==> config.mk <==
export PLATFORM = sky130hd
export DESIGN_NAME = pca_div
export DESIGN_NICKNAME = d
export VERILOG_FILES = /design/src/rtl/core/pca_pkg.sv /design/src/rtl/core/pca_div.sv
export SDC_FILE = /design/constraint.sdc
export NUM_CORES = 1
export LEC_CHECK = 0
export BUFFER_PORTS_ARGS = -buffer_cell sky130_fd_sc_hd__buf_4
export CAP_MARGIN = 0
export CORE_UTILIZATION = 45
export DETAILED_ROUTE_END_ITERATION = 10
export GPL_TIMING_DRIVEN = 0
export PLACE_DENSITY = 0.65
export SLEW_MARGIN = 5
export SYNTH_ARGS = -nofsm -noshare
export SYNTH_HDL_FRONTEND = slang
export SYNTH_SLANG_ARGS = --single-unit
==> constraint.sdc <==
create_clock -name clk -period 4.17 [get_ports clk]
set_input_delay 0.834 -clock clk [delete_from_list [all_inputs] [get_ports clk]]
set_output_delay 0.834 -clock clk [all_outputs]
set_load 0.02 [all_outputs]
==> src/rtl/core/pca_pkg.sv <==
// Package for the palette color allocator: types, codes and constants.
// No dependencies; imported by the top level, pca_div and pca_dist.
package pca_pkg;

    localparam int PALETTE_ENTRIES_DEF = 256;

    localparam logic [30:0] DIST_LIMIT = 31'(1 << 30);
    localparam logic [7:0]  CHAN_MAX   = 8'd255;

    localparam logic [1:0] FUNC_ALLOC = 2'd0;
    localparam logic [1:0] FUNC_BEGIN = 2'd1;
    localparam logic [1:0] FUNC_OFFER = 2'd2;
    localparam logic [1:0] FUNC_NONE  = 2'd3;

    localparam logic [1:0] ST_STORED   = 2'd0;
    localparam logic [1:0] ST_CLOSE    = 2'd1;
    localparam logic [1:0] ST_NOROOM   = 2'd2;
    localparam logic [1:0] ST_DISABLED = 2'd3;

    localparam logic [2:0] ADDR_PALETTE_MODE = 3'd0;

    typedef enum logic [2:0] {
        S_IDLE,
        S_ALLOC_SEARCH,
        S_ALLOC_DIV,
        S_ALLOC_WRITE,
        S_BEGIN_SCAN,
        S_OFFER_SCAN,
        S_OFFER_DRAIN,
        S_DONE
    } state_t;

    typedef struct packed {
        logic clear;
        logic issue;
    } dist_ctl_t;

    typedef struct packed {
        logic        busy;
        logic [30:0] best;
    } dist_res_t;

endpackage

==> src/rtl/core/pca_div.sv <==
// Four-lane 8-bit restoring divider, one quotient bit per cycle.
// Depends on pca_pkg.
module pca_div
    import pca_pkg::*;
(
    input  logic       clk,
    input  logic       rst_n,
    input  logic       start,
    input  logic [7:0] dividend [4],
    input  logic [7:0] divisor,
    output logic       done,
    output logic [7:0] quo [4],
    output logic [7:0] rem [4]
);

    logic [3:0] cnt_reg;
    logic       run_reg;
    logic [7:0] q_reg [4];
    logic [8:0] r_reg [4];

    always_ff @(posedge clk or negedge rst_n)
    begin
        if (!rst_n)
        begin
            cnt_reg <= '0;
            run_reg <= 1'b0;
        end
        else if (start)
        begin
            cnt_reg <= 4'd0;
            run_reg <= 1'b1;
        end
        else if (run_reg)
        begin
            cnt_reg <= cnt_reg + 4'd1;
            if (cnt_reg == 4'd7)
            begin
                run_reg <= 1'b0;
            end
        end
    end

    assign done = run_reg && (cnt_reg == 4'd7);

    for (genvar c = 0; c < 4; c++)
    begin : g_lane
        logic [8:0] shifted;
        logic       ge;

        assign shifted = {r_reg[c][7:0], q_reg[c][7]};
        assign ge      = shifted >= {1'b0, divisor};

        always_ff @(posedge clk)
        begin
            if (start)
            begin
                q_reg[c] <= dividend[c];
                r_reg[c] <= '0;
            end
            else if (run_reg)
            begin
                r_reg[c] <= ge ? shifted - {1'b0, divisor} : shifted;
                q_reg[c] <= {q_reg[c][6:0], ge};
            end
        end

        assign quo[c] = q_reg[c];
        assign rem[c] = r_reg[c][7:0];
    end

endmodule

# Word-level counts from Yosys, hierarchy flattened
# Memory sizes are Yosys's and may differ from the RTL's.
# Cells that the tools add are included.
# totals
regBits,5
ramBits,68
input_bits,43
out_inout_bits,65
elab_cells,46
n_memories,2
# mem_list
memory,words,word_bits,rd,rd_clocked_by_memory_dff,write_ports,line,rtl
r_reg,4,9,4,0,4,pca_div.sv:19,logic [8:0] r_reg [4];
q_reg,4,8,4,0,4,pca_div.sv:18,logic [7:0] q_reg [4];
# classes
add_sub_neg,5
magnitude_cmp,4
eq_ne,1
n_mux,22
n_bitwise,8
n_reduce_logical,2
# ops
op,n
two-way mux 9 bit,8
greater-or-equal comparator 9 x 8 -> 1 bit,4
subtractor 9 x 8 -> 9 bit,4
two-way mux 8 bit,4
two-way mux 1 bit,8
two-way mux 4 bit,2
OR 1 bit,8
"adder 4 x 1 -> 4 bit, second input constant",1
"equality test 4 x 3 -> 1 bit, second input constant",1
nonzero test 2 bit,1
logical AND 1 bit,1

# Longest topological paths before layout
# Gate-level depths: netlist of run 1.
# depth
word_depth,4
mapped_depth,9
depth_no_buf,9

# Worst setup path before layout of run 1
# OpenSTA, ideal clock, no wires.
# synth_timing
path_kind,input port to flip-flop
startpoint,input port divisor[6]
endpoint,memory r_reg[1][2] (data pin)
setup_time_ps,266
arrival_ps,2380
path_slack_ps,1524
path_stages,9
cell_sequence,inv_1 > ha_1 > a21oi_1 > o21ai_1 > a211o_1 > o21ba_4 > buf_6 > mux2i_1 > nor2_1
# synth_lines
item,line,rtl
"start, declared",pca_div.sv:10,"input logic [7:0] divisor,"
"end, declared",pca_div.sv:19,

==> reports/results.txt, run 1 <==
status = finished clean
Max-slew headroom = 62.7%
Largest delay share family, worst path = compound AO/OA/AOI/OAI gates
wire length per cell = 15.5 um
GPL Wtd Cong = 0.816
CTS tree = built
Worst path max stage delay = 340 ps
dominant synthesized flop cell = edfxtp_1
DR iter-0 viols = 129
unrepaired setup endpoints after global routing = false
CTS Hold Bufs = 0
Storage cell area = 0.00205 mm^2
Ports = 108
Leakage = 2.82 nW
Cells after Synth = 435
die height = 100 um
Min Hold Slack = 274 ps
Cell Chain, Critical Path = buf_4 -> inv_1 -> ha_1 -> a21oi_1 -> o21ai_1 -> a211o_1 -> o21ba_4 -> buf_6 -> mux2i_1 -> nor2_1
initial antenna violation count = 0
endpoints failing hold = 0
CTS Sinks = 69
Finished Layout Cells = 688
Tmin final = 2740 ps
largest area contributor in the netlist = edfxtp_1
post-CTS setup buffer count = 0
Syn Area/Cell = 10.0 um^2
routed vias/inst = 5.25
n_diodes = 0
crit end category = flip-flop
Routed WL = 10700 um
startpoint types = input port
worst-skew pair later-pin latency = 350 ps
Port Buf Inserts = 107
num rows = 35
clock buffer depth = 2
commonest non-fill, non-tap cell in the layout = buf_4
Max FO, Critical Path = 10
Layout area overhead = 28.4%
Max H-tree Level = 3
via count = 3614
Mapped Nets = 515
crit path DAT = 2830 ps
# fillers = 812
worst path required time = 4260 ps
EDFF count, synth = 64
max-slew violation count = 0
Total Die Area = 0.0101 mm^2
HP Class = in2async
Setup TNS = 0 ps
Max Clock Skew = 7.83 ps
library cells used by synthesis = 44
Initial Utilization = 46.8%
DP Cell Count = 672
die width = 100 um
flops & latches, synth = 69
Design Power = 2.33 mW
grt total ovfl = 0
vias in the first global route = 3488
multi-input logic area = 0.00216 mm^2
CP max-delay cell = ha_1
drt drc = 0
CP Buf/Inv Count = 3
FMAX = 365 MHz
sequential share of the synthesized area = 46.9%
Async SR Flop Fraction = 7.25%
Resized Gates After CTS = 0
crit path kind = in2reg
fraction of layout cells with a size suffix above 1 = 24.0%
clk slew on worst S/H paths = 80 ps
dpl hpwl = 7840 um
Root Driver = clkbuf_8
max-cap viol count = 0
Cell Area, Synth = 0.00436 mm^2
most frequent cells in the layout = buf_4 (107), nand2_1 (94), edfxtp_1 (64)
drt first pass iters = 4
DRT antenna net count = 0
wire length of the first global-routing pass = 16800 um
critical path depth = 10
Final nets = 634
largest net degree at the start of global routing = 45
r2r worst-path depth = 8
post-layout util = 60.1%
power per cell area = 417 mW/mm^2
GR Util All Layers = 21.8%
VDD IR-drop max = 0.196 mV
Worst-Margin Slew = 560 ps
TritonCTS Buffers = 9
Final setup violation count = 0
Core ar. = 0.00933 mm^2
Synth area leaders = edfxtp_1 (44%), ha_1 (9.5%), nand2_1 (8.1%)
Yosys warning count = 0
fin crit share = 65.7%
Yosys top cell area share = 44.0%
-- per-layer routing --
metal / share of wire, % / vias up / track usage (%) / routed length (um)
li1: - / 1787 / - / -
met1: 46 / 1686 / 30.4 / 4940
met2: 45 / 131 / 34.0 / 4770
met3: 8.2 / 10 / 5.41 / 873
met4: 1.1 / 0 / 6.02 / 117
met5: 0 / - / 0 / 0
-- Yosys cell counts (3+ instances only) --
library cell	count
a211oi_1	4
a21o_1	11
a21oi_1	30
a311oi_1	6
a31oi_1	6
clkbuf_1	12
dfrtp_1	5
edfxtp_1	64
fa_1	4
ha_1	33
inv_1	28
mux2i_1	19
nand2_1	94
nand2_2	3
nand2b_1	7
nand3_1	7
nor2_1	31
nor3_1	4
o2111ai_1	3
o21ai_1	9
o31ai_1	3
xnor2_1	19
xor2_1	5
-- power by group --
group	internal [mW]	total, mW	switching (mW)
sequential	0.845	0.904	0.0592
combinational	0.341	0.743	0.402
clock	0.401	0.688	0.287
total	1.59	2.33	0.748
-- area by class of cell --
class / count / share of cell area, %
buffer: 13 / 1.00
clock buffer: 9 / 2.21
clock inverter: 7 / 2.14
inverter: 28 / 1.88
multi-input combinational: 325 / 38.5
sequential: 69 / 36.5
tap: 129 / 2.88
timing repair buffer: 108 / 14.8
-- logic make-up after synthesis --
kind of cell	Yosys count	share of synthesized area, %
flops	69	46.9
mux	19	4.36
buf+inv	41	3.70
simple gates	158	15.5
compound gates	87	13.5
xor+xnor	24	4.82
fa+ha+maj	37	11.3
-- worst reg2reg max path: stages (launching register included) --
cell,delay [ps]
edfxtp_1,450
ha_1,380
a21oi_1,230
o21ai_1,120
a211o_1,320
o21ba_4,250
buf_6,160
mux2i_1,200
nor2_1,50
-- path summary, 6_finish.rpt --
kind                       slack [ps]                 startpoint                   endpoint
max in group asynchronous        3790                      rst_n          run_reg$_DFF_PN0_
min reg2reg                       540      q_reg[2][4]$_DFFE_PP_      q_reg[2][5]$_DFFE_PP_
min in group clk                  540      q_reg[2][4]$_DFFE_PP_      q_reg[2][5]$_DFFE_PP_
max                              1430                 divisor[6]  r_reg[1][2]$_SDFFCE_PN0P_
max reg2reg                      1770  r_reg[1][5]$_SDFFCE_PN0P_  r_reg[1][2]$_SDFFCE_PN0P_
min                               270                      rst_n     cnt_reg[3]$_DFFE_PN0P_
-- metrics by stage --
| step | setup WS, ps | cell area, um^2 |
|---|---|---|
| 3_3_place_gp | 1070 | 5330 |
| 2_1_floorplan | 1520 | 4360 |
| 6_report | 1430 | 5600 |
| 5_1_grt | 1340 | 5600 |
| 4_1_cts | 1450 | 5600 |
| 3_5_place_dp | 1070 | 5360 |
No activity file was read; power rests on OpenSTA's default activity.
==> run 2, diff against run 1 <==
- clock period: 4.17 -> 2.72 ns (I/O delays scaled with it)
==> run 2 against run 1 <==
Compared with the run above:
- via count shrank 0.11%
- setup slack got worse by 1200 ps
- utilization grew 0.11 points
- register-to-register slack got worse by 1500 ps
- largest cell class unchanged
- highest routed layer unchanged
==> reports/results.txt, run 2 (synthesis gave the netlist of run 1 again) <==
Final nets = 635
Cell Chain, Critical Path = buf_4 -> inv_1 -> ha_1 -> a21oi_1 -> o21ai_1 -> a211o_1 -> o21ba_4 -> buf_6 -> mux2i_1 -> nor2_1
die height = 100 um
met2 wire length = 4730 um
crit path kind = in2reg
power per cell area = 638 mW/mm^2
Design Power = 3.58 mW
DP Cell Count = 672
worst-skew pair later-pin latency = 350 ps
HP Class = in2reg
WL met3 = 902 um
r2r setup slk = 310 ps
wire length of the first global-routing pass = 16800 um
Total Die Area = 0.0101 mm^2
Max FO, Critical Path = 10
fraction of layout cells with a size suffix above 1 = 23.9%
Comb power frac = 31.9%
Max-slew headroom = 61.6%
crit end category = flip-flop
Ports = 108
largest net degree at the start of global routing = 45
Setup TNS = 0 ps
CTS tree = built
clock share of power = 29.4%
sequential group share of total power = 38.7%
drt drc = 0
dpl hpwl = 7840 um
CP max-delay cell = ha_1
Max Clock Skew = 7.67 ps
routed vias/inst = 5.24
wire length per cell = 15.5 um
Worst path max stage delay = 340 ps
VDD IR-drop max = 0.301 mV
Largest delay share family, worst path = compound AO/OA/AOI/OAI gates
CTS Sinks = 69
Port Buf Inserts = 107
clock buffer depth = 2
fin crit share = 90.2%
CP Buf/Inv Count = 3
worst path required time = 2810 ps
clk slew on worst S/H paths = 80 ps
Core ar. = 0.00933 mm^2
GPL Wtd Cong = 0.816
DRT antenna net count = 0
Leakage = 2.82 nW
Final setup violation count = 0
Max H-tree Level = 3
n_diodes = 0
Psw = 1.15 mW
GR Util All Layers = 21.8%
die width = 100 um
via count = 3610
Internal Power = 2.43 mW
commonest non-fill, non-tap cell in the layout = buf_4
post-layout util = 60.2%
initial antenna violation count = 0
# fillers = 811
crit path DAT = 2540 ps
post-CTS setup buffer count = 0
DR iter-0 viols = 141
vias in the first global route = 3496
status = finished clean
Layout area overhead = 28.6%
Finished Layout Cells = 689
Tmin final = 2450 ps
most frequent cells in the layout = buf_4 (107), nand2_1 (94), edfxtp_1 (64)
max-slew violation count = 0
drt first pass iters = 4
startpoint types = input port
endpoints failing hold = 0
Routed WL = 10700 um
Resized Gates After CTS = 0
sw frac = 32.1%
max-cap viol count = 0
Min Hold Slack = 407 ps
Post-Route M1 WL = 4900 um
num rows = 35
Root Driver = clkbuf_8
Initial Utilization = 46.8%
highest metal used = met4
grt total ovfl = 0
TritonCTS Buffers = 9
FMAX = 408 MHz
unrepaired setup endpoints after global routing = false
Worst-Margin Slew = 576 ps
[run 2: final timing paths]
| kind | depth (start not counted) | end | startpoint |
|---|---|---|---|
| max reg2reg | 9 | r_reg[1][6]$_SDFFCE_PN0P_ | q_reg[1][7]$_DFFE_PP_ |
| min reg2reg | 2 | q_reg[2][5]$_DFFE_PP_ | q_reg[2][4]$_DFFE_PP_ |
| max in group asynchronous | 2 | run_reg$_DFF_PN0_ | rst_n |
| min | 2 | cnt_reg[0]$_DFFE_PN0P_ | start |
| min in group asynchronous | 2 | cnt_reg[0]$_DFFE_PN0P_ | rst_n |
| max | 10 | r_reg[1][2]$_SDFFCE_PN0P_ | divisor[6] |
[run 2: worst reg2reg max path, cell delays in order, from the launching register on]
cell	delay (ps)
edfxtp_1	450
inv_1	110
ha_1	190
fa_1	220
and2b_1	210
o31a_1	260
o21a_1	190
o21ai_1	130
or3b_1	360
a21oi_1	160
[run 2: power groups by stage]
stage | clock (mW) | combinational, mW | sequential, mW
2_1_floorplan | 0 | 0.649 | 1.52
3_3_place_gp | 0 | 1.12 | 1.41
3_5_place_dp | 0 | 1.14 | 1.41
4_1_cts | 1.07 | 1.14 | 1.39
5_1_grt | 1.11 | 1.25 | 1.40
6_report | 1.05 | 1.14 | 1.39
[run 2: area by class of cell]
class | count | area [um^2] | area share (%)
Tap cell | 129 | 161 | 2.88
Clock buffer | 9 | 124 | 2.21
Inverter | 28 | 105 | 1.87
Clock inverter | 7 | 120 | 2.14
Timing Repair Buffer | 109 | 841 | 15.0
Multi-Input combinational cell | 325 | 2160 | 38.5
Buffer | 13 | 56.3 | 1.00
Sequential cell | 69 | 2050 | 36.5
[run 2: what timing repair did]
action | 4_1_cts | 5_1_grt
hold endpoints to repair | 5 | 0
endpoints found under the setup margin | 0 | 0
hold buffers | 1 | 0
[run 2: metal layers]
layer | up-vias | global-route usage, %
met5 | - | 0
met4 | 0 | 6.02
met3 | 11 | 5.41
met2 | 140 | 34.0
met1 | 1668 | 30.5
li1 | 1791 | -
[run 2: per-stage QoR]
stage	setup WS [ps]	area, um^2
3_3_place_gp	-89.6	5330
6_report	267	5610
4_1_cts	291	5610
2_1_floorplan	365	4360
5_1_grt	177	5610
3_5_place_dp	-85.2	5360
==> run 3, diff against run 2 <==
- ABC_AREA: default -> 1
- CORE_UTILIZATION: 45 -> 42
- PLACE_DENSITY: 0.65 -> 0.6
==> run 3 against run 2 <==
Compared with the run above:
- the flow now finishes with violations (DRC)
- clock-buffer cell count grew 2
- flip-flop and latch count is the same
- clock skew shrank 3.5 ps
- global-route usage shrank 0.16 points
- sequential power grew 31%
- largest power group is now combinational logic
==> reports/results.txt, run 3 <==
status = finished, violations left
failing checks = DRC
power per cell area = 1060 mW/mm^2
GR Util All Layers = 21.7%
CP max-delay cell = ha_1
startpoint types = input port
FF-to-FF Start = r_reg[0][1]$_SDFFCE_PN0P_
vias in the first global route = 4413
Yosys warning count = 0
flops & latches, synth = 69
EDFF count, synth = 64
clk slew on worst S/H paths = 60 ps
most frequent cells in the layout = nand2_1 (261), buf_4 (110), nor2_1 (95)
CTS Sinks = 69
Synth top cells by count = nand2_1 (261), nor2_1 (95), inv_1 (87)
Root Driver = clkbuf_16
crit end category = flip-flop
drt drc = 10
Leakage = 3.37 nW
Syn Area/Cell = 7.37 um^2
Placed Area = 0.00598 mm^2
GPL Wtd Cong = 0.823
clock buffer depth = 2
die height = 111 um
DR iter-0 viols = 259
sequential share of the synthesized area = 41.0%
initial antenna violation count = 0
Final Cell Area = 0.00629 mm^2
Tmin final = 2140 ps
Finished Layout Cells = 944
Mapped Nets = 757
library cells used by synthesis = 31
via count = 4632
Worst path max stage delay = 370 ps
largest area contributor in the netlist = edfxtp_1
num rows = 39
FMAX = 468 MHz
post-CTS setup buffer count = 0
fraction of layout cells with a size suffix above 1 = 19.0%
Ports = 108
Cell Chain, Critical Path = buf_4 -> inv_1 -> ha_1 -> nand2_1 -> nand2_1 -> a21oi_2 -> nand4_2 -> buf_6 -> nor2_1 -> nor2_1
DRT antenna net count = 0
max-slew violation count = 0
HP Class = in2reg
CP startpoint = divisor[6]
Async SR Flop Fraction = 7.25%
crit path DAT = 2230 ps
post-place setup slack = 245 ps
routed vias/inst = 4.91
die width = 111 um
Max FO, Critical Path = 10
endpoints failing hold = 0
min-delay src = start
unrepaired setup endpoints after global routing = false
Total Die Area = 0.0123 mm^2
Cells after Synth = 677
commonest non-fill, non-tap cell in the layout = nand2_1
Worst-Margin Slew = 871 ps
wire length per cell = 13.6 um
crit path kind = in2reg
dpl hpwl = 9680 um
max-cap viol count = 0
CTS tree = built
largest net degree at the start of global routing = 67
Synth area leaders = edfxtp_1 (38%), nand2_1 (20%), ha_1 (8.3%)
Setup TNS = 0 ps
Design Power = 6.68 mW
worst path required time = 2820 ps
r2r setup slk = 720 ps
smallest setup slack after layout = 583 ps
TritonCTS Buffers = 9
Final setup violation count = 0
Yosys top cell area share = 38.5%
Layout area overhead = 26.0%
Core ar. = 0.0115 mm^2
DP Cell Count = 927
Max Clock Skew = 4.13 ps
fin crit share = 78.6%
wire length of the first global-routing pass = 21000 um
Cell Area, Synth = 0.00499 mm^2
dominant synthesized flop cell = edfxtp_1
most frequent cell after synthesis = nand2_1
worst-skew pair later-pin latency = 340 ps
Port Buf Inserts = 107
drt first pass iters = 8
Routed WL = 12800 um
VDD IR-drop max = 0.412 mV
Final nets = 876
Max H-tree Level = 3
Max-slew headroom = 41.9%
n_diodes = 0
grt total ovfl = 0
Initial Utilization = 43.4%
# fillers = 1127
## run 3: cells by family after synthesis
group                    Yosys count  synth area share (%)
AO/OA/AOI/OAI                     23                  2.58
XOR/XNOR                          12                  2.11
adder cells (fa/ha/maj)           37                  9.87
buffers and inverters            101                  8.35
flip-flops                        69                  41.0
AND/OR/NAND/NOR                  435                  36.1
## run 3: area by class of cell
type	count	area [um^2]	area share [%]
multi-input combinational	507	2530	40.2
sequential	69	2050	32.5
timing repair buffer	108	813	12.9
inverter	89	337	5.35
clock buffer	11	243	3.86
tap	143	179	2.84
buffer	12	82.6	1.31
clock inverter	5	60.1	0.955
## run 3: power by group
| part | total [mW] | leakage, nW | switching [mW] | internal (mW) |
|---|---|---|---|---|
| logic | 3.62 | 2.43 | 2.17 | 1.45 |
| registers | 1.82 | 0.790 | 0.261 | 1.56 |
| clock network | 1.23 | 0.146 | 0.493 | 0.738 |
| total | 6.68 | 3.37 | 2.92 | 3.75 |
## run 3: final timing paths
check,to,cells past startpoint
min reg2reg,cnt_reg[3]$_DFFE_PN0P_,1
min,cnt_reg[2]$_DFFE_PN0P_,2
min in group asynchronous,cnt_reg[2]$_DFFE_PN0P_,2
max,r_reg[3][5]$_SDFFCE_PN0P_,10
max in group asynchronous,cnt_reg[1]$_DFFE_PN0P_,2
max reg2reg,r_reg[0][6]$_SDFFCE_PN0P_,10
## run 3: timing repair
action	CTS	global route
hold endpoints to repair	5	0
hold buffers	1	0
endpoints found under the setup margin	0	0
gates resized for setup	0	0
## run 3: per-stage QoR
stage               utilization (%)  hold slack (ps)
floorplan                         -              248
global placement               51.9              347
detailed placement             51.9              349
CTS                            54.6              386
global route                   54.6              397
finish                         54.6              399
## run 3: critical path: cells and delay by family
family / cells / cell delay (ps)
AOI/OAI and AO/OA: 1 / 200
adders and majority gates: 1 / 370
buffers and inverters: 3 / 560
and+or+nand+nor: 5 / 560
## run 3: routing by layer
metal	vias to the layer above	track usage [%]	wire length, um
met5	-	0	0
met4	0	8.74	224
met3	15	6.01	982
met2	144	33.6	5620
met1	2092	28.7	5990
li1	2381	-	-
