$ cat config.mk
export PLATFORM = sky130hd
export DESIGN_NAME = pca_dist
export DESIGN_NICKNAME = d
export VERILOG_FILES = /design/src/rtl/core/pca_pkg.sv /design/src/rtl/core/pca_dist.sv
export SDC_FILE = /design/constraint.sdc
export NUM_CORES = 1
export LEC_CHECK = 0
export BUFFER_PORTS_ARGS = -buffer_cell sky130_fd_sc_hd__buf_2
export CORE_MARGIN = 1.5
export CORE_UTILIZATION = 50
export DETAILED_ROUTE_END_ITERATION = 16
export GPL_TIMING_DRIVEN = 0
export HOLD_SLACK_MARGIN = 0.1
export PLACE_DENSITY = 0.67
export SKIP_CTS_REPAIR_TIMING = 1
export SLEW_MARGIN = 20
export SYNTH_ARGS = -nofsm -noshare
export SYNTH_HDL_FRONTEND = slang
export SYNTH_SLANG_ARGS = --single-unit
export TNS_END_PERCENT = 5
$ cat constraint.sdc
create_clock -name clk -period 16.46 [get_ports clk]
set_input_delay 1.646 -clock clk [delete_from_list [all_inputs] [get_ports clk]]
set_output_delay 1.646 -clock clk [all_outputs]
set_load 0.02 [all_outputs]
$ cat src/rtl/core/pca_pkg.sv
// Package for the palette color allocator: types, codes and constants.
// No dependencies; imported by the top level, pca_div and pca_dist.
package pca_pkg;

    localparam int PALETTE_ENTRIES_DEF = 256;

    localparam logic [30:0] DIST_LIMIT = 31'(1 << 30);
    localparam logic [7:0]  CHAN_MAX   = 8'd255;

    localparam logic [1:0] FUNC_ALLOC = 2'd0;
    localparam logic [1:0] FUNC_BEGIN = 2'd1;
    localparam logic [1:0] FUNC_OFFER = 2'd2;
    localparam logic [1:0] FUNC_NONE  = 2'd3;

    localparam logic [1:0] ST_STORED   = 2'd0;
    localparam logic [1:0] ST_CLOSE    = 2'd1;
    localparam logic [1:0] ST_NOROOM   = 2'd2;
    localparam logic [1:0] ST_DISABLED = 2'd3;

    localparam logic [2:0] ADDR_PALETTE_MODE = 3'd0;

    typedef enum logic [2:0] {
        S_IDLE,
        S_ALLOC_SEARCH,
        S_ALLOC_DIV,
        S_ALLOC_WRITE,
        S_BEGIN_SCAN,
        S_OFFER_SCAN,
        S_OFFER_DRAIN,
        S_DONE
    } state_t;

    typedef struct packed {
        logic clear;
        logic issue;
    } dist_ctl_t;

    typedef struct packed {
        logic        busy;
        logic [30:0] best;
    } dist_res_t;

endpackage

$ cat src/rtl/core/pca_dist.sv
// Pipelined alpha-weighted distance and running minimum over palette reads.
// Depends on pca_pkg; fed by the palette RAM read port.
module pca_dist
    import pca_pkg::*;
(
    input  logic        clk,
    input  logic        rst_n,
    input  dist_ctl_t   ctl,
    input  logic [31:0] rdata,
    input  logic [7:0]  red,
    input  logic [7:0]  green,
    input  logic [7:0]  blue,
    input  logic [7:0]  alpha,
    output dist_res_t   res
);

    logic        v1_reg, v2_reg, v3_reg;
    logic [17:0] sum_reg;
    logic [7:0]  wa_reg;
    logic [15:0] asq_reg;
    logic [26:0] prod_reg;
    logic [30:0] best_reg;

    logic [7:0]  dr, dg, db, da;
    logic [17:0] sum_next;

    function automatic logic [7:0] absdiff(input logic [7:0] x, input logic [7:0] y);
        return (x > y) ? x - y : y - x;
    endfunction

    assign dr = absdiff(red,   rdata[31:24]);
    assign dg = absdiff(green, rdata[23:16]);
    assign db = absdiff(blue,  rdata[15:8]);
    assign da = absdiff(alpha, rdata[7:0]);
    assign sum_next = 18'(dr * dr) + 18'(dg * dg) + 18'(db * db);

    always_ff @(posedge clk or negedge rst_n)
    begin
        if (!rst_n)
        begin
            v1_reg   <= 1'b0;
            v2_reg   <= 1'b0;
            v3_reg   <= 1'b0;
            best_reg <= DIST_LIMIT;
        end
        else
        begin
            v1_reg <= ctl.issue;
            v2_reg <= v1_reg;
            v3_reg <= v2_reg;
            if (ctl.clear)
            begin
                best_reg <= DIST_LIMIT;
            end
            else if (v3_reg && ({4'd0, prod_reg} < best_reg))
            begin
                best_reg <= {4'd0, prod_reg};
            end
        end
    end

    always_ff @(posedge clk)
    begin
        sum_reg  <= sum_next;
        wa_reg   <= CHAN_MAX - rdata[7:0];
        asq_reg  <= 16'(da * da);
        prod_reg <= 27'(wa_reg * sum_reg) + 27'(CHAN_MAX * asq_reg);
    end

    assign res.busy = v1_reg || v2_reg || v3_reg;
    assign res.best = best_reg;

endmodule

Word-level counts from Yosys, hierarchy flattened
Cells that the tools add are included.
{"block": "word_totals", "elab_cells": 41, "mem_bits_ro": 0, "output_inout_bits": 32, "latchBits": 0, "regBits": 103, "memories": 0, "ram_bits": 0}
{"block": "classes", "n_lt_le_gt_ge": 5, "muxes": 6, "bitwise_logic": 0, "shifts": 0, "n_reduce_logical": 4, "addsub": 12, "div": 0, "multipliers": 6, "eq_ne": 0}
{"operator": "$mul A8 B8 Y16", "count": 4}
{"operator": "$sub A8 B8 Y8", "count": 8}
{"operator": "$mux W31", "count": 2}
{"operator": "$gt A8 B8 Y1", "count": 4}
{"operator": "$mux W8", "count": 4}
{"operator": "$lt A27 B31 Y1", "count": 1}
{"operator": "$add A26 B24 Y27", "count": 1}
{"operator": "$mul A8 B18 Y26", "count": 1}
{"operator": "$mul A8 B16 Y24 const A", "count": 1}
{"operator": "$add A17 B16 Y18", "count": 1}
{"operator": "$add A16 B16 Y17", "count": 1}
{"operator": "$sub A8 B8 Y8 const A", "count": 1}
{"operator": "$logic_or A1 B1 Y1", "count": 2}
{"operator": "$reduce_bool A2 Y1", "count": 1}
{"operator": "$logic_and A1 B1 Y1", "count": 1}

Longest topological paths before layout
Gate-level depths: netlist of run 1.
{"block": "logic_depth", "depth_word": 5, "mapped_depth": 34, "mapped_depth_nobuf": 33}

Worst setup path after synthesis of run 1
No wires, ideal clock.
{"block": "synth_timing", "path_kind": "input to register", "from": "input green[0]", "to": "register sum_reg[16]", "path_stages": 28, "setup_ns": 0.118, "slack_ns": 7.263, "arrival_ns": 9.079, "cell_sequence": "inv_1 ha_1 inv_1 fa_1 a21o_1 a21oi_1 o21ai_1 a21oi_4 mux2i_1 xor2_1 inv_1 nor2_1 fa_1 fa_1 fa_1 fa_1 fa_1 fa_1 inv_1 fa_1 inv_1 ha_1 nor2_1 a2111oi_0 a21o_1 a31o_2 a21oi_1 xnor2_1"}
{"block": "synth_via", "elab_chain_len": 5}
{"item": "start, declared", "line": "pca_dist.sv:11", "source": "input logic [7:0] green,"}
{"item": "$sub A8 B8 Y8 or $gt A8 B8 Y1 (tied branches)", "line": "pca_dist.sv:28", "source": "return (x > y) ? x - y : y - x;"}
{"item": "$mux W8 (*)", "line": "pca_dist.sv:28"}
{"item": "$mul A8 B8 Y16 (*)", "line": "pca_dist.sv:35", "source": "assign sum_next = 18'(dr * dr) + 18'(dg * dg) + 18'(db * db);"}
{"item": "$add A16 B16 Y17 (*)", "line": "pca_dist.sv:35"}
{"item": "$add A17 B16 Y18 (*)", "line": "pca_dist.sv:35"}
{"item": "net sum_next[16]", "line": "pca_dist.sv:25", "source": "logic [17:0] sum_next;"}
{"item": "end signal, assigned", "line": "pca_dist.sv:64", "source": "sum_reg <= sum_next;"}
{"item": "end, declared", "line": "pca_dist.sv:18", "source": "logic [17:0] sum_reg;"}
Mark *: on every way through the listed nets, which the timed path passes. The rest lies on a longest branch.
A chain may end at the register's enable or synchronous reset.

Worst setup path after layout of run 1
{"block": "layout_timing", "from": "input red[0]", "to": "register sum_reg[16]"}
{"block": "layout_via", "elab_chain_len": 5}
{"item": "start, declared", "line": "pca_dist.sv:10", "source": "input logic [7:0] red,"}
{"item": "$sub A8 B8 Y8 or $gt A8 B8 Y1 (tied branches)", "line": "pca_dist.sv:28"}
{"item": "$mux W8 (*)", "line": "pca_dist.sv:28"}
{"item": "$mul A8 B8 Y16 (*)", "line": "pca_dist.sv:35"}
{"item": "$add A16 B16 Y17 (*)", "line": "pca_dist.sv:35"}
{"item": "$add A17 B16 Y18 (*)", "line": "pca_dist.sv:35"}
{"item": "net sum_next[16]", "line": "pca_dist.sv:25"}
Marks and branches as above.

==> results of run 1 <==
[per-layer routing]
| layer | part of all wire, % | global-route usage, % | vias up |
|---|---|---|---|
| li1 | - | - | 6873 |
| met1 | 45 | 28.4 | 7161 |
| met2 | 49 | 36.2 | 287 |
| met3 | 5.1 | 3.16 | 36 |
| met4 | 1.2 | 3.65 | 0 |
| met5 | 0 | 0 | - |
[worst max-delay path, delay by kind of cell]
| kind | cells | cell delay, ns |
|---|---|---|
| AOI/OAI and AO/OA | 9 | 2.20 |
| xor gates and xnor gates | 2 | 0.62 |
| muxes | 1 | 0.26 |
| adders and majority gates | 10 | 4.28 |
| and+or+nand+nor | 2 | 0.34 |
| buffers and inverters | 9 | 0.81 |
[synthesized netlist by cell type (all sizes together), types with 6 or more instances]
library cell / instances
a21oi: 81
dfxtp: 68
o21bai: 14
nor3: 6
and2: 46
ha: 273
mux2i: 42
nor2b: 15
inv: 575
and3: 8
o21ai: 29
a211oi: 11
fa: 371
nand3: 7
dfrtp: 30
or2: 17
o21a: 6
a21o: 61
nand4: 14
xnor2: 48
clkbuf: 38
xor2: 28
nand2b: 25
nor2: 146
nand2: 154
a31oi: 11
buf: 15
[cell families (layout without fill, tap and decap cells)]
logic type / after synthesis / in the layout / share of synthesized area [%]
xor+xnor: 76 / 76 / 3.47
buf+inv: 628 / 739 / 11.8
mux: 46 / 46 / 2.29
fa+ha+maj: 644 / 644 / 53.4
simple gates: 449 / 449 / 10.2
other cells: 1 / 7 / 0.0185
compound gates: 248 / 248 / 8.24
flops: 99 / 99 / 10.5
[area by class of cell]
cell class | count | area, um2
fill | 3588 | 18200
clock inverter | 7 | 68.8
antenna | 2 | 5.00
inverter | 575 | 2160
buffer | 53 | 235
clock buffer | 9 | 225
sequential | 99 | 2140
tap | 525 | 657
multi-input combinational | 1468 | 15800
timing repair buffer | 95 | 475
[stage by stage]
step	setup WS, ns	instances	hold slack, ns	instance area [um2]
detailed placement	5.95	2815	0.364	21400
CTS	6.33	2831	0.375	21700
global route	5.98	2831	0.394	21700
floorplan	7.26	2195	0.348	20300
finish	6.57	2833	0.372	21700
global placement	6.00	2815	0.357	21400
[how the worst max path moves through the flow]
stage          slack, ns  depth (start not counted)      from           to
2_1_floorplan       7.26                         28  green[0]  sum_reg[16]
3_3_place_gp        6.00                         32    red[0]  sum_reg[16]
3_5_place_dp        5.95                         32    red[0]  sum_reg[16]
4_1_cts             6.33                         32    red[0]  sum_reg[16]
5_1_grt             5.98                         29  green[0]  sum_reg[16]
6_report            6.57                         33    red[0]  sum_reg[16]
==> impl_metrics.json, run 1 <==
{
  "layout.cells.most_common_list": "sky130_fd_sc_hd__inv_1, sky130_fd_sc_hd__fa_1, sky130_fd_sc_hd__ha_1",
  "netlist_area_um2": 20300,
  "clock_sink_count": 99,
  "largest_register_ff_count": 28,
  "ys_ff_latch": 99,
  "worstReg2RegEnd": "prod_reg[25]",
  "worstPathRequired_ns": 16.71,
  "globalRoute.totalOverflow": 0,
  "worstReg2RegStart": "wa_reg[5]",
  "synthToLayoutAreaGrowth_pct": 7.17,
  "slowest_delay_ns": 0.80,
  "gp_congestion": 0.859,
  "core_region_area_um2": 39900,
  "layout.cells.most_common": "sky130_fd_sc_hd__inv_1",
  "status": "finished, final reports clean",
  "yosys.area.top_type_share_pct": 36.6,
  "cts.reportedPaths.clkPinSlew_ns": 0.08,
  "clkLatencyLatePin_ns": 0.37,
  "die_width_um": 204,
  "wl_mm": 41.0,
  "drv_cap": 0,
  "design.die.area_um2": 41800,
  "grt_setup_unrepaired": "no",
  "timing.hold.worst_path_depth": 0,
  "wire_length_of_the_first_global_routing_pass_mm": 70.6,
  "antenna_violating_nets_post_route": 0,
  "grt_antenna_before_repair": 4,
  "relSlewSlack_pct": 36.9,
  "finalHoldViolCount": 0,
  "timing.hold.worst_endpoint": "v3_reg",
  "ctsRootBufferMaster": "sky130_fd_sc_hd__clkbuf_16",
  "global_route.usage.total_pct": 21.1,
  "postLayoutCoreUtil_pct": 54.5,
  "post_drt_via_cell_ratio": 5.07,
  "worst_pin_slew_ns": 0.920,
  "post_drt_wl_per_cell_um": 14.5,
  "fmaxAchievable_ghz": 0.101,
  "die_h_um": 204,
  "routed-via-count": 14400,
  "placement.io_buffers": 95,
  "critPathLaunchType": "primary input",
  "dr.first_iter.drc_count": 632,
  "hp-class": "flip-flop to flip-flop",
  "drive_above_1_share_pct": 7.33,
  "dominantRegCellSynth": "sky130_fd_sc_hd__dfxtp_1",
  "drc": 0,
  "detailedPlacementHpwl_mm": 36.6,
  "max-clock-path-buffers": 2,
  "critical-path-slowest-cell": "sky130_fd_sc_hd__a2111oi_1",
  "initial_core_utilization_pct": 50.8,
  "fin_clk_skew_ns": 0.0149,
  "clock_tree.htree_level_count": 3,
  "io_pins": 100,
  "seq_area_frac_synth_pct": 10.5,
  "postSynth.asyncResetShare_pct": 31.3,
  "detailedRoute.firstPassIterationCount": 5,
  "hold_path_startpoint": "v2_reg",
  "min_period_over_period_pct": 60.1,
  "yosys-top-cells-area": "sky130_fd_sc_hd__fa_1, sky130_fd_sc_hd__ha_1, sky130_fd_sc_hd__inv_1",
  "final_count_of_negative_setup_slack_endpoints": 0,
  "period_needed_ns": 9.89,
  "pin_count_of_the_biggest_net_entering_global_routing": 32,
  "worst-r2r-setup-slack_ns": 8.87,
  "timing_max_transition_violations_final": 0,
  "timing.reg2reg.worst_path_depth": 20,
  "syn_inst_count": 2191,
  "timing.critical_path.arrival_ns": 10.15,
  "critical_path.endpoint_type": "flip-flop",
  "worstSetupPathType": "primary input to flip-flop",
  "cts_tree": "yes",
  "synth-edff-count": 0,
  "ys.warnings.count": 0,
  "cts_inserted_buffers": 9,
  "first_global_vias": 15000,
  "crit_fanout": 8,
  "synth_cell_types": 71,
  "setup_tns_final_ns": 0,
  "final_net_count": 3013,
  "post_synth.cell_area_avg_um2": 9.26,
  "synth_largest_area_cell": "sky130_fd_sc_hd__fa_1",
  "placementRows": 73
}
Power of run 1 is not shown: default switching activity piles up to over one toggle a cycle in this logic, so the estimate is an artifact.
==> run 2: changes to the inputs <==
Settings changed: ABC_AREA set to 1, PLACE_DENSITY 0.67 to 0.7.
Clock period 16.46 ns to 8.3 ns, I/O delays scaled along.
==> run 2 against run 1 <==
  * First-iteration DRC count rose by 56%
  * Critical path depth fell by 3
  * Flip-flop and latch count did not move
  * Sequential share of layout area fell by 0.62 points
  * Via count rose by 18%
  * Clock skew barely moved
  * Design area rose by 6.8%
  * Worst setup slack got worse by 6.2 ns
  * Register-to-register slack got worse by 6.9 ns
  * Routed wire length rose by 17%
  * Non-clock buffer count rose by 10
==> impl_metrics.json, run 2 <==
{
  "status": "finished, final reports clean",
  "detailedPlacementHpwl_mm": 42.6,
  "grt_antenna_before_repair": 0,
  "ys.warnings.count": 0,
  "yosys-top-cells-area": "sky130_fd_sc_hd__fa_1, sky130_fd_sc_hd__ha_1, sky130_fd_sc_hd__inv_1",
  "slowest_delay_ns": 0.56,
  "die_h_um": 211,
  "ctsRootBufferMaster": "sky130_fd_sc_hd__clkbuf_16",
  "critPathLaunchType": "primary input",
  "cts_tree": "yes",
  "post_drt_via_cell_ratio": 4.96,
  "clkLatencyLatePin_ns": 0.38,
  "fin_clk_skew_ns": 0.0152,
  "synth.most_common_cell": "sky130_fd_sc_hd__inv_1",
  "detailedRoute.firstPassIterationCount": 7,
  "pin_count_of_the_biggest_net_entering_global_routing": 32,
  "routed-via-count": 17000,
  "min_period_over_period_pct": 96.0,
  "worstPathRequired_ns": 8.56,
  "wire_length_of_the_first_global_routing_pass_mm": 82.5,
  "worst_pin_slew_ns": 0.714,
  "synthToLayoutAreaGrowth_pct": 7.11,
  "drv_cap": 0,
  "syn_inst_count": 2730,
  "synth_largest_area_cell": "sky130_fd_sc_hd__fa_1",
  "grt_setup_unrepaired": "no",
  "timing.critical_path.arrival_ns": 8.23,
  "layout.cells.most_common_list": "sky130_fd_sc_hd__inv_1, sky130_fd_sc_hd__nand2_1, sky130_fd_sc_hd__fa_1",
  "placementRows": 76,
  "timing.critical_path.mode_cell": "sky130_fd_sc_hd__fa_1",
  "synth_cell_types": 45,
  "dr.first_iter.drc_count": 988,
  "antenna_violating_nets_post_route": 0,
  "cts_inserted_buffers": 9,
  "timing_max_transition_violations_final": 0,
  "finalHoldViolCount": 0,
  "post_synth_most_frequent_cells": "sky130_fd_sc_hd__inv_1, sky130_fd_sc_hd__nand2_1, sky130_fd_sc_hd__fa_1",
  "critical_path.endpoint_type": "flip-flop",
  "final_net_count": 3553,
  "fmaxAchievable_ghz": 0.125,
  "worstSetupPathType": "primary input to flip-flop",
  "first_global_vias": 17600,
  "dominantRegCellSynth": "sky130_fd_sc_hd__dfxtp_1",
  "netlist_area_um2": 21700,
  "setup_tns_final_ns": 0,
  "synth-edff-count": 0,
  "die_width_um": 211,
  "wl_mm": 48.1,
  "hp-class": "flip-flop to flip-flop",
  "insertedDiodeCount": 0,
  "period_needed_ns": 7.97,
  "gp_congestion": 0.888,
  "drive_above_1_share_pct": 7.48,
  "post_drt_wl_per_cell_um": 14.0,
  "critical-path-slowest-cell": "sky130_fd_sc_hd__fa_1",
  "core_region_area_um2": 42900,
  "ys_ff_latch": 99,
  "initial_core_utilization_pct": 50.5,
  "relSlewSlack_pct": 52.4,
  "drc": 0,
  "layout.cells.most_common": "sky130_fd_sc_hd__inv_1",
  "globalRoute.totalOverflow": 0,
  "final_count_of_negative_setup_slack_endpoints": 0,
  "seq_area_frac_synth_pct": 9.87,
  "yosys.area.top_type_share_pct": 34.3,
  "io_pins": 100,
  "cts.reportedPaths.clkPinSlew_ns": 0.07,
  "global_route.usage.total_pct": 22.9,
  "postSynth.asyncResetShare_pct": 31.3,
  "clock_tree.htree_level_count": 3,
  "crit_fanout": 10,
  "placement.io_buffers": 96,
  "clock_sink_count": 99,
  "design.die.area_um2": 44600,
  "max-clock-path-buffers": 2,
  "worst-r2r-setup-slack_ns": 1.96,
  "post_synth.cell_area_avg_um2": 7.94,
  "largest_register_ff_count": 28
}
## run 2: changes by cell type after synthesis, moves of 29 or more
cell | previous run | this run
sky130_fd_sc_hd__and2_1 | 46 | 0
sky130_fd_sc_hd__a21o_1 | 60 | 7
sky130_fd_sc_hd__nand2_1 | 154 | 568
sky130_fd_sc_hd__nand3_1 | 7 | 94
sky130_fd_sc_hd__mux2i_1 | 42 | 0
sky130_fd_sc_hd__nand2_2 | 0 | 30
sky130_fd_sc_hd__nand4_1 | 14 | 43
sky130_fd_sc_hd__inv_1 | 574 | 733
## run 2: worst max-delay path: cells and delay by family
kind | cells | cell delay, ns
buf+inv | 9 | 1.12
simple gates | 9 | 1.13
compound gates | 3 | 0.82
fa+ha+maj | 9 | 4.34
## run 2: per-stage QoR
| step | util, % | hold WS [ns] | std cells | setup WS [ns] | cell area, um2 |
|---|---|---|---|---|---|
| finish | 54.1 | 0.374 | 3431 | 0.330 | 23200 |
| global route | 54.1 | 0.388 | 3431 | 0.0427 | 23200 |
| CTS | 54.1 | 0.376 | 3431 | 0.398 | 23200 |
| detailed placement | 53.4 | 0.360 | 3415 | 0.0191 | 22900 |
| global placement | 53.4 | 0.355 | 3415 | 0.0136 | 22900 |
| floorplan | - | 0.348 | 2734 | 1.03 | 21700 |
## run 2: cell families after synthesis
group,share of synthesized area [%]
other,0.0173
DFF,9.87
buffers and inverters,14.4
and+or+nand+nor,18.4
xor gates and xnor gates,2.71
AOI/OAI and AO/OA,4.58
adders and majority gates,50.0
## run 2: metal layers
| layer | up-vias | track usage, % | share of wire, % |
|---|---|---|---|
| li1 | 8267 | - | - |
| met4 | 0 | 4.36 | 1.2 |
| met5 | - | 0 | 0 |
| met3 | 44 | 2.68 | 5.1 |
| met2 | 397 | 39.9 | 50 |
| met1 | 8296 | 30.7 | 44 |
## run 2: worst paths after layout
check / startpoint / cells after the start / to
max: rdata[8] / 30 / sum_reg[17]
min: v1_reg / 0 / v2_reg
max reg2reg: wa_reg[2] / 20 / prod_reg[23]
min reg2reg: v1_reg / 0 / v2_reg
max in group asynchronous: rst_n / 1 / v3_reg
min in group asynchronous: rst_n / 1 / best_reg[5]
## run 2: layout make-up
| class | count | area [um2] |
|---|---|---|
| Fill cell | 4068 | 19700 |
| Multi-Input combinational cell | 1823 | 16400 |
| Inverter | 750 | 2820 |
| Sequential cell | 99 | 2140 |
| Tap cell | 585 | 732 |
| Timing Repair Buffer | 96 | 480 |
| Buffer | 62 | 295 |
| Clock buffer | 9 | 225 |
| Clock inverter | 7 | 88.8 |
Power of run 2 is left out for the same reason.
==> run 3: changes to the inputs <==
==> constraint.sdc (replaced) <==
create_clock -name clk -period 7.04 [get_ports clk]
set_input_delay 0.352 -clock clk [delete_from_list [all_inputs] [get_ports clk]]
set_output_delay 0.352 -clock clk [all_outputs]
set_load 0.02 [all_outputs]
==> run 3 against run 2 <==
  * Via count up 0.63%
  * Critical path depth up 3
  * Sequential share of layout area decreased by 0.15 points
  * Design area grew 1.7%
  * Worst setup slack got worse by 0.13 ns
  * Count of clock-buffer cells in the layout unchanged
  * Non-clock buffer count is 10 higher
  * Final cell count up 0.35%
  * Worst hold slack got worse by 0.20 ns
  * Die area stayed put
  * Critical endpoint unchanged
  * Largest cell class unchanged
==> impl_metrics.json, run 3 (synthesized netlist as in run 2, its figures left out) <==
{
  "die_width_um": 211,
  "design.die.area_um2": 44600,
  "final_count_of_negative_setup_slack_endpoints": 0,
  "placementRows": 76,
  "detailedRoute.firstPassIterationCount": 7,
  "placedInstanceArea_um2": 22900,
  "fmaxAchievable_ghz": 0.146,
  "cts_inserted_buffers": 9,
  "placement.io_buffers": 96,
  "initial_core_utilization_pct": 50.5,
  "die_h_um": 211,
  "grt_setup_unrepaired": "yes",
  "drive_above_1_share_pct": 9.38,
  "io_pins": 100,
  "timing.critical_path.mode_cell": "sky130_fd_sc_hd__nand2_1",
  "globalRoute.totalOverflow": 0,
  "cts.reportedPaths.clkPinSlew_ns": 0.08,
  "critical_path.endpoint_type": "flip-flop",
  "drc": 0,
  "gp_congestion": 0.888,
  "synthToLayoutAreaGrowth_pct": 8.94,
  "final_net_count": 3565,
  "seqCellArea_um2": 2140,
  "detailedPlacementHpwl_mm": 42.6,
  "critical-path-slowest-cell": "sky130_fd_sc_hd__fa_1",
  "relSlewSlack_pct": 52.8,
  "wl_mm": 48.5,
  "first_global_vias": 17600,
  "grt_antenna_before_repair": 0,
  "worstPathRequired_ns": 7.30,
  "pin_count_of_the_biggest_net_entering_global_routing": 32,
  "drv_cap": 0,
  "ctsRootBufferMaster": "sky130_fd_sc_hd__clkbuf_16",
  "final_design_area_no_fill_um2": 23600,
  "largest_register_ff_count": 28,
  "clock_tree.htree_level_count": 3,
  "hp-class": "primary input to flip-flop",
  "clkLatencyLatePin_ns": 0.38,
  "fin_clk_skew_ns": 0.0170,
  "clock_sink_count": 99,
  "final_critical_path_setup_slack_ns": 0.196,
  "max-clock-path-buffers": 2,
  "crit_fanout": 6,
  "post_drt_via_cell_ratio": 4.97,
  "critPathLaunchType": "primary input",
  "wire_length_of_the_first_global_routing_pass_mm": 82.5,
  "fillerInstances": 4013,
  "insertedDiodeCount": 0,
  "cts_tree": "yes",
  "layout.cells.most_common": "sky130_fd_sc_hd__inv_1",
  "min_period_over_period_pct": 97.2,
  "timing.critical_path.arrival_ns": 7.11,
  "core_region_area_um2": 42900,
  "period_needed_ns": 6.84,
  "dr.first_iter.drc_count": 960,
  "holdWs_ns": 0.177,
  "worst_pin_slew_ns": 0.708,
  "antenna_violating_nets_post_route": 0,
  "timing_max_transition_violations_final": 0,
  "global_route.usage.total_pct": 22.9,
  "post-place-ws_ns": -0.763,
  "multi_input_area_um2": 16700,
  "post_drt_wl_per_cell_um": 14.1,
  "routed-via-count": 17100,
  "slowest_delay_ns": 0.57,
  "finalHoldViolCount": 0,
  "layout.cells.most_common_list": "sky130_fd_sc_hd__inv_1, sky130_fd_sc_hd__nand2_1, sky130_fd_sc_hd__fa_1",
  "status": "finished, final reports clean",
  "worstSetupPathType": "primary input to flip-flop"
}
-- run 3: changes by cell type in the layout (fill, tap and decap cells not counted), moves of 6 or more --
cell | previous run | this run
sky130_fd_sc_hd__ha_1 | 273 | 267
sky130_fd_sc_hd__nor2_1 | 159 | 148
sky130_fd_sc_hd__nor2_4 | 4 | 13
sky130_fd_sc_hd__buf_4 | 6 | 15
sky130_fd_sc_hd__nand2_4 | 8 | 18
-- run 3: through the flow --
step	utilization [%]	setup TNS, ns	std cells
after floorplan	-	0	2734
after global placement	53.4	-4.95	3415
after detailed placement	53.4	-5.20	3415
after CTS	54.1	-1.37	3431
after global routing	55.0	-0.159	3443
final	55.0	0	3443
-- run 3: path summary, 6_finish.rpt --
path                            from      endpoint  slack [ns]  depth (start not counted)
setup / recovery             blue[0]   sum_reg[17]        0.20                         33
hold / removal              rdata[7]     wa_reg[7]        0.18                          2
setup reg to reg           wa_reg[5]  prod_reg[23]        0.70                         20
hold reg to reg               v1_reg        v2_reg        0.37                          0
max in group asynchronous      rst_n        v3_reg        6.02                          2
min in group asynchronous      rst_n   best_reg[2]        0.55                          2
-- run 3: worst max-delay path: cells and delay by family --
family                   cells  cell delay, ns
buffers and inverters        8            0.59
adder cells (fa/ha/maj)     10            4.40
AO/OA/AOI/OAI                4            0.68
AND/OR/NAND/NOR             11            1.10
-- run 3: routing by layer --
metal	wire [um]	track usage (%)
met5	0	0
met4	524	4.36
met3	2340	2.68
met2	24300	39.9
met1	21400	30.7
-- run 3: area by class of cell --
type                            instances  area share (%)
Tap cell                              585            3.10
Clock buffer                            9           0.954
Sequential cell                        99            9.06
Clock inverter                          7           0.376
Buffer                                 60            1.23
Inverter                              750            12.0
Timing Repair Buffer                  108            2.44
Multi-Input combinational cell       1825            70.9
Power of run 3 is left out for the same reason.
